===== src/hdl/lba_pkg.sv =====
// ----------------------------------------------------------------------------
// lba_pkg
// Types, codes and constants shared by the LVDS bitslip aligner.
// ----------------------------------------------------------------------------
package lba_pkg;

    localparam int unsigned LANE_W    = 3;
    localparam int unsigned COUNT_W   = 10;
    localparam int unsigned MASK_W    = 10;
    localparam int unsigned WORD_W    = 32;
    localparam int unsigned CHAN_W    = 3;
    localparam int unsigned CFG_IDX_W = 1;
    localparam int unsigned CFG_W     = 10;

    localparam logic [LANE_W-1:0]  SYNC_LANE     = 3'd4;
    localparam logic [7:0]         TRAIN_WORD    = 8'he9;
    localparam logic [COUNT_W-1:0] COUNT_MAX     = 10'd1023;
    localparam logic [COUNT_W-1:0] LIMIT_RESET   = 10'd1000;
    localparam logic [3:0]         IMAGER_OFFSET = 4'd5;

    localparam logic [7:0] SYNC_WORDS [8] = '{
        8'h0d, 8'h0a, 8'he9, 8'haa, 8'hca, 8'h4a, 8'h16, 8'h05
    };

    typedef enum logic [1:0] {
        ST_IDLE    = 2'd0,
        ST_BUSY    = 2'd1,
        ST_ALIGNED = 2'd2,
        ST_FAILED  = 2'd3
    } status_t;

    typedef enum logic {
        CMD_START  = 1'b0,
        CMD_SAMPLE = 1'b1
    } cmd_t;

    typedef enum logic [CFG_IDX_W-1:0] {
        REG_IMAGER_SELECT = 1'b0,
        REG_ATTEMPT_LIMIT = 1'b1
    } reg_idx_t;

    typedef struct packed {
        logic [LANE_W-1:0]  phase;
        logic [COUNT_W-1:0] attempt_count;
        status_t            run_status;
    } train_state_t;

    typedef struct packed {
        logic [CHAN_W-1:0] read_channel;
        logic [MASK_W-1:0] bitslip_mask;
        status_t           status;
        logic [LANE_W-1:0] lane;
    } train_result_t;

    function automatic logic is_sync_word(input logic [7:0] b);
        logic hit;
        hit = 1'b0;
        for (int i = 0; i < 8; i++)
        begin
            if (SYNC_WORDS[i] == b)
            begin
                hit = 1'b1;
            end
        end
        return hit;
    endfunction

endpackage


===== src/hdl/lba_stream_if.sv =====
// ----------------------------------------------------------------------------
// lba_in_if / lba_out_if
// Valid/ready channels carrying sample commands in and training results out.
// ----------------------------------------------------------------------------
interface lba_in_if;
    logic        valid;
    logic        ready;
    logic        cmd;
    logic [31:0] pio_word;

    modport source (output valid, output cmd, output pio_word, input ready);
    modport sink   (input valid, input cmd, input pio_word, output ready);
endinterface

interface lba_out_if;
    logic       valid;
    logic       ready;
    logic [2:0] read_channel;
    logic [9:0] bitslip_mask;
    logic [1:0] status;
    logic [2:0] lane;

    modport source (output valid, output read_channel, output bitslip_mask,
                    output status, output lane, input ready);
    modport sink   (input valid, input read_channel, input bitslip_mask,
                    input status, input lane, output ready);
endinterface


===== src/hdl/lvds_bitslip_aligner.sv =====
// ----------------------------------------------------------------------------
// lvds_bitslip_aligner
// An input passes the input register, the judge, then the result register.
// Throughput: one transaction per cycle; input register feeds one judging
// stage into a result register, with ready gated only by a full result.
// Reset: training state idle on the sync lane, imager 0, attempt limit 1000.
// ----------------------------------------------------------------------------
module lvds_bitslip_aligner #(
    parameter int unsigned DATA_LANES = 4
) (
    input  logic                            clk,
    input  logic                            rst_n,
    lba_in_if.sink                          in_ch,
    lba_out_if.source                       out_ch,
    input  logic                            cfg_we,
    input  logic [lba_pkg::CFG_IDX_W-1:0]   cfg_index,
    input  logic [lba_pkg::CFG_W-1:0]       cfg_wdata
);
    import lba_pkg::*;

    logic               in_valid_reg;
    logic               cmd_reg;
    logic [WORD_W-1:0]  word_reg;
    logic               out_valid_reg;
    logic               out_valid_next;
    train_result_t      result_reg;
    train_result_t      result_next;
    train_state_t       state_reg;
    train_state_t       state_next;
    logic               imager_reg;
    logic [COUNT_W-1:0] limit_reg;
    logic               advance;

    assign advance      = in_valid_reg && (!out_valid_reg || out_ch.ready);
    assign in_ch.ready  = !in_valid_reg || advance;
    assign out_valid_next = advance || (out_valid_reg && !out_ch.ready);

    always_ff @(posedge clk or negedge rst_n)
    begin
        if (!rst_n)
        begin
            imager_reg <= 1'b0;
            limit_reg  <= LIMIT_RESET;
        end
        else if (cfg_we)
        begin
            unique case (reg_idx_t'(cfg_index))
                REG_IMAGER_SELECT: imager_reg <= cfg_wdata[0];
                REG_ATTEMPT_LIMIT: limit_reg  <= cfg_wdata[COUNT_W-1:0];
                default:           limit_reg  <= limit_reg;
            endcase
        end
    end

    always_ff @(posedge clk or negedge rst_n)
    begin
        if (!rst_n)
        begin
            in_valid_reg <= 1'b0;
        end
        else if (in_ch.ready)
        begin
            in_valid_reg <= in_ch.valid;
        end
    end

    always_ff @(posedge clk)
    begin
        if (in_ch.ready && in_ch.valid)
        begin
            cmd_reg  <= in_ch.cmd;
            word_reg <= in_ch.pio_word;
        end
    end

    lba_judge #(
        .DATA_LANES (DATA_LANES)
    ) u_judge (
        .cmd           (cmd_reg),
        .pio_word      (word_reg),
        .imager_select (imager_reg),
        .attempt_limit (limit_reg),
        .state_cur     (state_reg),
        .state_next    (state_next),
        .result        (result_next)
    );

    always_ff @(posedge clk or negedge rst_n)
    begin
        if (!rst_n)
        begin
            state_reg.phase         <= SYNC_LANE;
            state_reg.attempt_count <= '0;
            state_reg.run_status    <= ST_IDLE;
            out_valid_reg           <= 1'b0;
        end
        else
        begin
            out_valid_reg <= out_valid_next;
            if (advance)
            begin
                state_reg <= state_next;
            end
        end
    end

    always_ff @(posedge clk)
    begin
        if (advance)
        begin
            result_reg <= result_next;
        end
    end

    assign out_ch.valid        = out_valid_reg;
    assign out_ch.read_channel = result_reg.read_channel;
    assign out_ch.bitslip_mask = result_reg.bitslip_mask;
    assign out_ch.status       = result_reg.status;
    assign out_ch.lane         = result_reg.lane;

    // at most one lane slips per transaction, and only while a run is live
    assert property (@(posedge clk) disable iff (!rst_n)
        out_valid_reg |-> $onehot0(result_reg.bitslip_mask))
        else $error("more than one slip bit");

    assert property (@(posedge clk) disable iff (!rst_n)
        (out_valid_reg && result_reg.bitslip_mask != '0) |->
        (result_reg.status == ST_BUSY || result_reg.status == ST_FAILED))
        else $error("slip outside a run");

    assert property (@(posedge clk) disable iff (!rst_n)
        (state_reg.run_status == ST_ALIGNED || state_reg.run_status == ST_IDLE) |->
        (state_reg.phase == SYNC_LANE && state_reg.attempt_count == '0))
        else $error("done state not parked on sync lane");

    assert property (@(posedge clk) disable iff (!rst_n)
        !advance |=> $stable(state_reg))
        else $error("training state moved without a transaction");

endmodule


===== src/hdl/lba_judge.sv =====
// ----------------------------------------------------------------------------
// lba_judge
// Starts a run or judges a sampled word on the training lane, giving the
// next training state and the result (channel, slip mask, status, lane).
// ----------------------------------------------------------------------------
module lba_judge #(
    parameter int unsigned DATA_LANES = 4
) (
    input  logic                           cmd,
    input  logic [31:0]                    pio_word,
    input  logic                           imager_select,
    input  logic [lba_pkg::COUNT_W-1:0]    attempt_limit,
    input  lba_pkg::train_state_t          state_cur,
    output lba_pkg::train_state_t          state_next,
    output lba_pkg::train_result_t         result
);
    import lba_pkg::*;

    logic [COUNT_W-1:0] count_inc;
    logic               on_sync;
    logic [7:0]         lane_byte;
    logic               pass;
    logic               slip;
    logic [3:0]         slip_idx;
    logic [MASK_W-1:0]  mask;
    logic               last_lane;
    logic [LANE_W-1:0]  chan_lane;

    assign count_inc = (state_cur.attempt_count == COUNT_MAX) ?
                       state_cur.attempt_count : state_cur.attempt_count + 1'b1;
    assign on_sync   = (state_cur.phase == SYNC_LANE);
    assign lane_byte = on_sync ? pio_word[31:24] : pio_word[23:16];
    assign pass      = on_sync ? is_sync_word(lane_byte) : (lane_byte == TRAIN_WORD);
    assign slip      = !pass && (!on_sync || lane_byte != 8'h00);
    assign slip_idx  = {1'b0, state_cur.phase} + (imager_select ? IMAGER_OFFSET : 4'd0);
    assign last_lane = ({1'b0, state_cur.phase} + 4'd1) >= 4'(DATA_LANES);

    always_comb
    begin
        state_next = state_cur;
        mask       = '0;
        if (cmd == CMD_START)
        begin
            state_next.phase         = SYNC_LANE;
            state_next.attempt_count = '0;
            state_next.run_status    = ST_BUSY;
        end
        else if (state_cur.run_status == ST_BUSY)
        begin
            if (slip)
            begin
                mask = MASK_W'(1) << slip_idx;
            end
            if (pass)
            begin
                state_next.attempt_count = '0;
                if (on_sync)
                begin
                    state_next.phase = '0;
                end
                else if (last_lane)
                begin
                    state_next.phase      = SYNC_LANE;
                    state_next.run_status = ST_ALIGNED;
                end
                else
                begin
                    state_next.phase = state_cur.phase + 1'b1;
                end
            end
            else
            begin
                state_next.attempt_count = count_inc;
                if (count_inc >= attempt_limit)
                begin
                    state_next.run_status = ST_FAILED;
                end
            end
        end
    end

    assign chan_lane = (state_next.phase == SYNC_LANE) ? '0 : state_next.phase;

    assign result.read_channel = CHAN_W'(chan_lane + {imager_select, 2'b00});
    assign result.bitslip_mask = mask;
    assign result.status       = state_next.run_status;
    assign result.lane         = state_next.phase;

endmodule

===== src/flat_wrapper.sv =====
// flat-port wrapper written by rule: the top's interface ports become plain ports
module lvds_bitslip_aligner_flat import lba_pkg::*;
#(
    parameter int unsigned DATA_LANES = 4
)
  (clk, rst_n, cfg_we, cfg_index, cfg_wdata, in_ch_valid, in_ch_cmd, in_ch_pio_word, in_ch_ready, out_ch_valid, out_ch_read_channel, out_ch_bitslip_mask, out_ch_status, out_ch_lane, out_ch_ready);
  lba_in_if in_ch_i ();
  lba_out_if out_ch_i ();
  input  logic clk;
  input  logic rst_n;
  input  logic cfg_we;
  input  logic [lba_pkg::CFG_IDX_W-1:0] cfg_index;
  input  logic [lba_pkg::CFG_W-1:0] cfg_wdata;
  input wire logic [$bits(in_ch_i.valid)-1:0] in_ch_valid;
  input wire logic [$bits(in_ch_i.cmd)-1:0] in_ch_cmd;
  input wire logic [$bits(in_ch_i.pio_word)-1:0] in_ch_pio_word;
  output wire logic [$bits(in_ch_i.ready)-1:0] in_ch_ready;
  output wire logic [$bits(out_ch_i.valid)-1:0] out_ch_valid;
  output wire logic [$bits(out_ch_i.read_channel)-1:0] out_ch_read_channel;
  output wire logic [$bits(out_ch_i.bitslip_mask)-1:0] out_ch_bitslip_mask;
  output wire logic [$bits(out_ch_i.status)-1:0] out_ch_status;
  output wire logic [$bits(out_ch_i.lane)-1:0] out_ch_lane;
  input wire logic [$bits(out_ch_i.ready)-1:0] out_ch_ready;
  assign in_ch_i.valid = in_ch_valid;
  assign in_ch_i.cmd = in_ch_cmd;
  assign in_ch_i.pio_word = in_ch_pio_word;
  assign in_ch_ready = in_ch_i.ready;
  assign out_ch_valid = out_ch_i.valid;
  assign out_ch_read_channel = out_ch_i.read_channel;
  assign out_ch_bitslip_mask = out_ch_i.bitslip_mask;
  assign out_ch_status = out_ch_i.status;
  assign out_ch_lane = out_ch_i.lane;
  assign out_ch_i.ready = out_ch_ready;
  lvds_bitslip_aligner #(.DATA_LANES(DATA_LANES)) u_core (.clk(clk), .rst_n(rst_n), .in_ch(in_ch_i), .out_ch(out_ch_i), .cfg_we(cfg_we), .cfg_index(cfg_index), .cfg_wdata(cfg_wdata));
endmodule

===== config.mk =====
export PLATFORM = sky130hd
export DESIGN_NAME = lvds_bitslip_aligner_flat
export DESIGN_NICKNAME = d
export VERILOG_FILES = /design/src/hdl/lba_pkg.sv /design/src/hdl/lba_stream_if.sv /design/src/hdl/lvds_bitslip_aligner.sv /design/src/hdl/lba_judge.sv /design/src/flat_wrapper.sv
export SDC_FILE = /design/constraint.sdc
export NUM_CORES = 1
export LEC_CHECK = 0
export BUFFER_PORTS_ARGS = -buffer_cell sky130_fd_sc_hd__buf_2
export CORE_MARGIN = 2
export CORE_UTILIZATION = 30
export CTS_BUF_LIST = sky130_fd_sc_hd__clkbuf_16
export DETAILED_ROUTE_END_ITERATION = 12
export PLACE_DENSITY_LB_ADDON = 0.3
export SETUP_SLACK_MARGIN = 0.05
export SLEW_MARGIN = 10
export SYNTH_ARGS = -nofsm -noshare
export SYNTH_HDL_FRONTEND = slang
export SYNTH_HIERARCHICAL = 1
export SYNTH_SLANG_ARGS = --single-unit

===== constraint.sdc =====
create_clock -name clk -period 3.9 [get_ports clk]
set_clock_uncertainty 0.15 [all_clocks]
set_input_delay 0.78 -clock clk [delete_from_list [all_inputs] [get_ports clk]]
set_output_delay 0.78 -clock clk [all_outputs]
set_load 0.01 [all_outputs]

# == Yosys cells after proc, flatten, opt, wreduce, memory -nomap -nowiden ==
# Index checks and enable logic that the tools add are counted.
# op_classes
add_sub_neg,5
multipliers,0
div_mod_pow,0
magnitude_cmp,2
eq_ne,14
shifts,1
mux,22
n_bitwise,1
reduce_logical,18
# ops
operator,count
15-bit 2-to-1 mux,2
"8-bit == test, first input constant",3
"4-bit by 8-bit == test with 1-bit output, first input constant",2
3-bit 2-to-1 mux,5
12-bit 2-to-1 mux,1
"10-bit by 1-bit adder with 10-bit output, second input constant",1
"10-bit == test, second input constant",1
10-bit >= comparator,1
10-bit 2-to-1 mux,1
"1-bit by 4-bit left shift with 10-bit output, first input constant",1
1-bit 2-to-1 mux,9
"3-bit by 8-bit == test with 1-bit output, first input constant",1
"5-bit by 8-bit == test with 1-bit output, first input constant",1
"7-bit by 8-bit == test with 1-bit output, first input constant",1
"8-bit == test, second input constant",1
8-bit 2-to-1 mux,1
8-bit nonzero test,1
"3-bit == test, second input constant",2
2-bit 2-to-1 mux,3
2-bit AND reduction,3
1-bit logical NOT,5
"3-bit by 1-bit adder with 4-bit output, second input constant",1
3-bit by 3-bit adder with 4-bit output,1
"4-bit by 3-bit >= comparator with 1-bit output, second input constant",1
8 further kinds,14
# totals
reg_bits,79
latch_bits,0
ram_bits,0
rom_bits,0
inputBits,49
output_inout_bits,20
wordCells,76
mem_count,0

# == Longest topological paths before layout ==
# Gate-level depths: netlist of the first run.
# logic_depth
word_depth,18
mapped_depth,14
ltp_nobuf,13

# == Hierarchy ==
# Netlist of the first run, hierarchy kept.
# modules_own_cells
module,instances,cells_each,area_per_inst_um2,seq_area_each_um2
lvds_bitslip_aligner,1,115,2656.3,2240.9
lba_judge,1,199,1286.2,0.0

# == Least setup slack after synthesis of the first run ==
# OpenSTA, ideal clock, no wires.
# synth_timing
path_kind,register to register
from,register u_core/state_reg[5] (netlist bit)
to,register u_core/state_reg[1] (netlist bit)
setup_ns,0.125
t_arrival_ns,2.744
required_time_ns,3.625
setup_slack_ns,0.881
stages_incl_launch_ff,15
n_path_buf,2
synth_period_minus_slack_ns,3.019
cell_sequence,dfrtp_1 > buf_2 > and4_1 > a31oi_1 > and3_1 > xor2_1 > ha_1 > o211a_1 > a211oi_1 > o21ai_0 > a31oi_1 > o21a_1 > a221oi_1 > buf_4 > mux2_2
# synth_rtl
item,line_no,text
start: declaration,lvds_bitslip_aligner.sv:28,train_state_t state_reg;
start signal: assignment,lvds_bitslip_aligner.sv:102,state_reg <= state_next;

==> results of run 1 <==
cells in the final DEF (no fill, tap or decap), drive strengths merged, types with 3 or more instances in the layout:
cell / instances
nor2: 19
a21oi: 14
nor3: 7
xor2: 5
nand2: 20
nand3b: 4
nor4: 3
ha: 16
buf: 54
and2: 4
o21ai: 15
dfstp: 7
nand3: 11
clkinv: 5
a31oi: 6
nand4: 6
clkbuf: 9
edfxtp: 35
nor2b: 4
nand4b: 3
dfrtp: 21
mux2: 29
nand2b: 6
xnor2: 3
inv: 20
power groups by stage:
stage | combinational (W) | clock [W] | sequential [W]
finish | 0.000268 | 0.000724 | 0.000820
CTS | 0.000273 | 0.000743 | 0.000821
global route | 0.000309 | 0.000778 | 0.000829
detailed placement | 0.000271 | 0 | 0.000833
global placement | 0.000264 | 0 | 0.000831
floorplan | 0.000193 | 0 | 0.000825
per-stage QoR:
stage / setup slack (ns) / total power, W / util (%)
after floorplan: 0.881 / 0.00102 / -
after global placement: 0.589 / 0.00109 / 33.7
after detailed placement: 0.559 / 0.00110 / 33.7
after CTS: 0.524 / 0.00184 / 36.1
after global routing: 0.193 / 0.00192 / 36.1
final: 0.488 / 0.00181 / 36.1
worst max-delay path, stage by stage (launching register included):
cell and delay (ns):
dfrtp_1 0.45, ha_1 0.30, nand2_1 0.10, a21oi_1 0.25
nand4_1 0.21, xnor2_1 0.24, ha_1 0.28, o211a_1 0.23
a211oi_1 0.23, o21ai_0 0.12, a31oi_1 0.19, o21a_1 0.16
a221oi_1 0.11, mux2_2 0.29
final cells by class:
class / count / area share (%)
Clock buffer: 9 / 5.51
Clock inverter: 7 / 1.19
Inverter: 19 / 1.75
Multi-Input combinational cell: 201 / 37.3
Sequential cell: 63 / 43.1
Tap cell: 143 / 4.38
Timing Repair Buffer: 54 / 6.74
per-layer routing:
layer	part of all wire, %	track usage (%)	vias up	routed length, um
li1	-	-	1187	-
met1	48	16.3	1113	3250
met2	46	17.3	53	3080
met3	4.7	2.89	7	316
met4	1.6	4.94	0	108
met5	0	0	-	0
how the worst max path moves through the flow:
stage,end,start,cells after the start
after floorplan,u_core/state_reg[1],u_core/state_reg[5],14
after global placement,u_core/state_reg[1],u_core/state_reg[2],13
after detailed placement,u_core/state_reg[1],u_core/state_reg[2],13
after CTS,u_core/state_reg[1],u_core/state_reg[2],13
after global routing,u_core/state_reg[1],u_core/state_reg[2],13
final,u_core/state_reg[1],u_core/state_reg[2],13
==> flow_summary.toml, run 1 <==
[outcome]
status = "finished, final reports clean"

[clock_tree]
clk_latency_ns = 0.33
cts.clk_slew.worst_paths_ns = 0.06
htree_levels = 3
root_buffer = "clkbuf_16"
cts.repair.resized = 0
cts_buffers = 9
cts_tree = "built"
cts_setup_buffers = 0
cts_sinks = 63
ctsHoldBuffers = 0
clock_path_buffers = 2

[final_layout]
fin_nets = 413
multi_input_area_sq_um = 1520
layoutNonFillerInstCount = 496
fillers = 1163
regArea_sq_um = 1760
largest_reg_flops = 16
fin_area_sq_um = 4080
num_antenna_cells = 0
drive_gt1_share_pct = 32.6
syn2layout_area_growth_pct = 18.0

[yosys]
syn_inst = 298
ys_warn_count = 6
synthesis.nets = 363
syn_area_sq_um = 3460
avgSynthCellArea_sq_um = 11.6

[placed_design]
port_buffers = 52
gp_congestion = 0.765
dp.cells = 480
place_area_sq_um = 3810
hpwl_um = 4870

[critical_path]
r2r_start = "u_core/state_reg[2]"
startpoint_type = "register"
critical_path_class = "reg2reg"
reg2reg_setup_slack_ns = 0.49
worstPathRequired_ns = 3.96
reg2reg_to = "u_core/state_reg[1]"
critPathArrivalTime_ns = 3.47
critPathCaptureType = "register"
reg2reg_depth = 13
cp_max_fo = 6

[floorplan]
rows = 39
start_util_pct = 30.6
ioPinCount = 69
fp.dieW_um = 111
die_area_sq_um = 12400
die_h_um = 111
coreArea_sq_um = 11300

[route]
wl_per_cell_um = 13.6
vias = 2360
via_per_inst = 4.76
wl_um = 6760
antenna_left = 0
drt-initial-drc-count = 120
dr.pass1.iters = 4
drc = 0

[power_and_ir_drop]
switchingPower_w = 0.000482
clock_power_share_pct = 40.0
p_leak_nw = 1.74
p_per_area_nw_per_um2 = 444
swShare_pct = 26.6
p_int_w = 0.00133
combPwrFrac_pct = 14.8
ir_drop_uv = 193
seqPwrFrac_pct = 45.3

[grt]
grt_max_degree = 29
gr-total-overflow = 0
grt_usage_pct = 11.6
antenna_found_initial = 0
grt_pass1_vias = 2390
grt_pass1_wl_um = 11600

[timing]
grt_setup_unrepaired = "no"
hold_violations = 0
fin_crit_ns = 3.41
final-setup-viol-count = 0
slew_viol_final = 0
worst_hold_slack_ns = 0.330
slew_headroom_pct = 49.1
fmax_mhz = 293
fin_tns_setup_ns = 0
tightest_slew_ns = 0.761
fin_crit_sh_pct = 87.5

[min_path]
hold_class = "in2async"

[flow_run]
max-cap-violations = 0
No activity file was read; power rests on OpenSTA's default activity.
==> run 2: changes to the inputs <==
--- a/config.mk
+++ b/config.mk
@@ -7,10 +7,10 @@
 export LEC_CHECK = 0
 export BUFFER_PORTS_ARGS = -buffer_cell sky130_fd_sc_hd__buf_2
 export CORE_MARGIN = 2
-export CORE_UTILIZATION = 30
+export CORE_UTILIZATION = 57
 export CTS_BUF_LIST = sky130_fd_sc_hd__clkbuf_16
 export DETAILED_ROUTE_END_ITERATION = 12
-export PLACE_DENSITY_LB_ADDON = 0.3
+export PLACE_DENSITY = 0.8
 export SETUP_SLACK_MARGIN = 0.05
 export SLEW_MARGIN = 10
 export SYNTH_ARGS = -nofsm -noshare
==> run 2 against run 1 <==
Against the previous run: cell count down 14%; routed wire length down 4.9%; first-iteration DRC count up 38%; die area down 46%; combinational power about the same; flip-flop and latch count unchanged.
==> flow_summary.toml, run 2 (synthesized netlist as in run 1, its figures left out) <==
[clock_tree]
root_buffer = "clkbuf_16"
cts_setup_buffers = 0
clk_latency_ns = 0.33
cts.repair.resized = 0
clock_path_buffers = 2
cts_tree = "built"
cts_buffers = 9
ctsHoldBuffers = 0
cts.clk_slew.worst_paths_ns = 0.05
htree_levels = 3
cts_sinks = 63

[placed_design]
port_buffers = 52
gp_congestion = 0.871
place_area_sq_um = 3720
hpwl_um = 4360

[power_and_ir_drop]
p_per_area_nw_per_um2 = 474
p_int_w = 0.00143
seqPwrFrac_pct = 42.8
switchingPower_w = 0.000482
combPwrFrac_pct = 14.0
swShare_pct = 25.2
clock_power_share_pct = 43.2
ir_drop_uv = 288
p_leak_nw = 1.75

[critical_path]
critPathArrivalTime_ns = 3.48
cp_max_fo = 6
reg2reg_to = "u_core/state_reg[1]"
r2r_start = "u_core/state_reg[2]"
reg2reg_depth = 13
reg2reg_setup_slack_ns = 0.48
critPathCaptureType = "register"
critical_path_class = "reg2reg"
worstPathRequired_ns = 3.96
startpoint_type = "register"

[grt]
grt-busiest-layer = "met2"
grt_pass1_wl_um = 11100
grtUsageMet3_pct = 5.16
gr-usage-met2_pct = 34.9
antenna_found_initial = 0
grt_pass1_vias = 2361
grt_use_met1_pct = 29.2
grt_max_degree = 29
grt_usage_pct = 22.1
gr-total-overflow = 0

[timing]
slew_viol_final = 0
fin_crit_sh_pct = 87.7
tightest_slew_ns = 0.799
final-setup-viol-count = 0
worst_hold_slack_ns = 0.324
fmax_mhz = 292
hold_violations = 0
slew_headroom_pct = 46.5
grt_setup_unrepaired = "no"
fin_tns_setup_ns = 0
fin_crit_ns = 3.42

[route]
drc = 0
wl_um = 6430
drt-initial-drc-count = 166
dr.pass1.iters = 4
via_per_inst = 5.55
antenna_left = 0
wl_per_cell_um = 15.0
vias = 2376

[final_layout]
num_antenna_cells = 0
final_common_cell = "buf_2"
fin_nets = 413
fin_area_sq_um = 4040
layout_common_cells = "buf_2, edfxtp_1, dfrtp_1"
fillers = 427
multi_input_area_sq_um = 1520
syn2layout_area_growth_pct = 16.7
largest_reg_flops = 16
utilization_pct = 68.7
drive_gt1_share_pct = 32.3
regArea_sq_um = 1760

[floorplan]
ioPinCount = 69
fp.dieW_um = 81.9
die_h_um = 81.9
start_util_pct = 58.8
rows = 28
die_area_sq_um = 6710
coreArea_sq_um = 5890

[min_path]
hold_class = "in2async"

[flow_run]
max-cap-violations = 0

[outcome]
status = "finished, final reports clean"
==> run 2: changes by cell type in the layout (fill, tap and decap cells not counted), sizes merged <==
cell | previous run | this run
clkinv | 5 | 2
clkinvlp | 1 | 2
bufinv | 0 | 1
clkbuf | 9 | 10
==> run 2: layout make-up <==
| type | instances | share of cell area [%] |
|---|---|---|
| clock buffers | 10 | 6.19 |
| clock inverters | 6 | 1.64 |
| inverters | 19 | 1.76 |
| multi-input cells | 201 | 37.7 |
| flip-flops and latches | 63 | 43.6 |
| well taps | 75 | 2.32 |
| repair buffers | 54 | 6.81 |
==> run 2: how the worst max path moves through the flow <==
stage	startpoint	to	slack, ns
after global placement	u_core/state_reg[2]	u_core/state_reg[1]	0.67
after detailed placement	u_core/state_reg[2]	u_core/state_reg[1]	0.66
after floorplan	u_core/state_reg[5]	u_core/state_reg[1]	0.88
after CTS	u_core/state_reg[2]	u_core/state_reg[1]	0.55
final	u_core/state_reg[2]	u_core/state_reg[1]	0.48
after global routing	u_core/state_reg[2]	u_core/state_reg[1]	0.27
==> run 2: worst max-delay path, stage by stage (launching register included) <==
cell      delay, ns
dfrtp_1        0.43
ha_1           0.30
nand2_1        0.10
a21oi_1        0.24
nand4_1        0.22
xnor2_1        0.23
ha_1           0.27
o211a_1        0.23
a211oi_1       0.25
o21ai_0        0.12
a31oi_1        0.19
o21a_1         0.18
a221oi_1       0.11
mux2_2         0.29
==> run 2: per-layer routing <==
| metal | part of all wire [%] | routed length, um | vias up |
|---|---|---|---|
| met5 | 0 | 0 | - |
| met4 | 1.8 | 116 | 0 |
| met3 | 5.2 | 337 | 10 |
| met2 | 48 | 3060 | 68 |
| met1 | 45 | 2910 | 1113 |
| li1 | - | - | 1185 |
==> run 2: power groups by stage <==
stage / Sequential (W) / Clock [W] / Combinational [W]
2_1_floorplan: 0.000825 / 0 / 0.000193
3_3_place_gp: 0.000828 / 0 / 0.000256
3_5_place_dp: 0.000832 / 0 / 0.000264
4_1_cts: 0.000820 / 0.000839 / 0.000271
5_1_grt: 0.000828 / 0.000877 / 0.000302
6_report: 0.000820 / 0.000828 / 0.000268
==> run 2: metrics by stage <==
step | power, W | instances | setup WS [ns]
floorplan | 0.00102 | 298 | 0.881
global placement | 0.00108 | 412 | 0.674
detailed placement | 0.00110 | 412 | 0.657
CTS | 0.00193 | 428 | 0.546
global route | 0.00201 | 428 | 0.268
finish | 0.00192 | 428 | 0.479
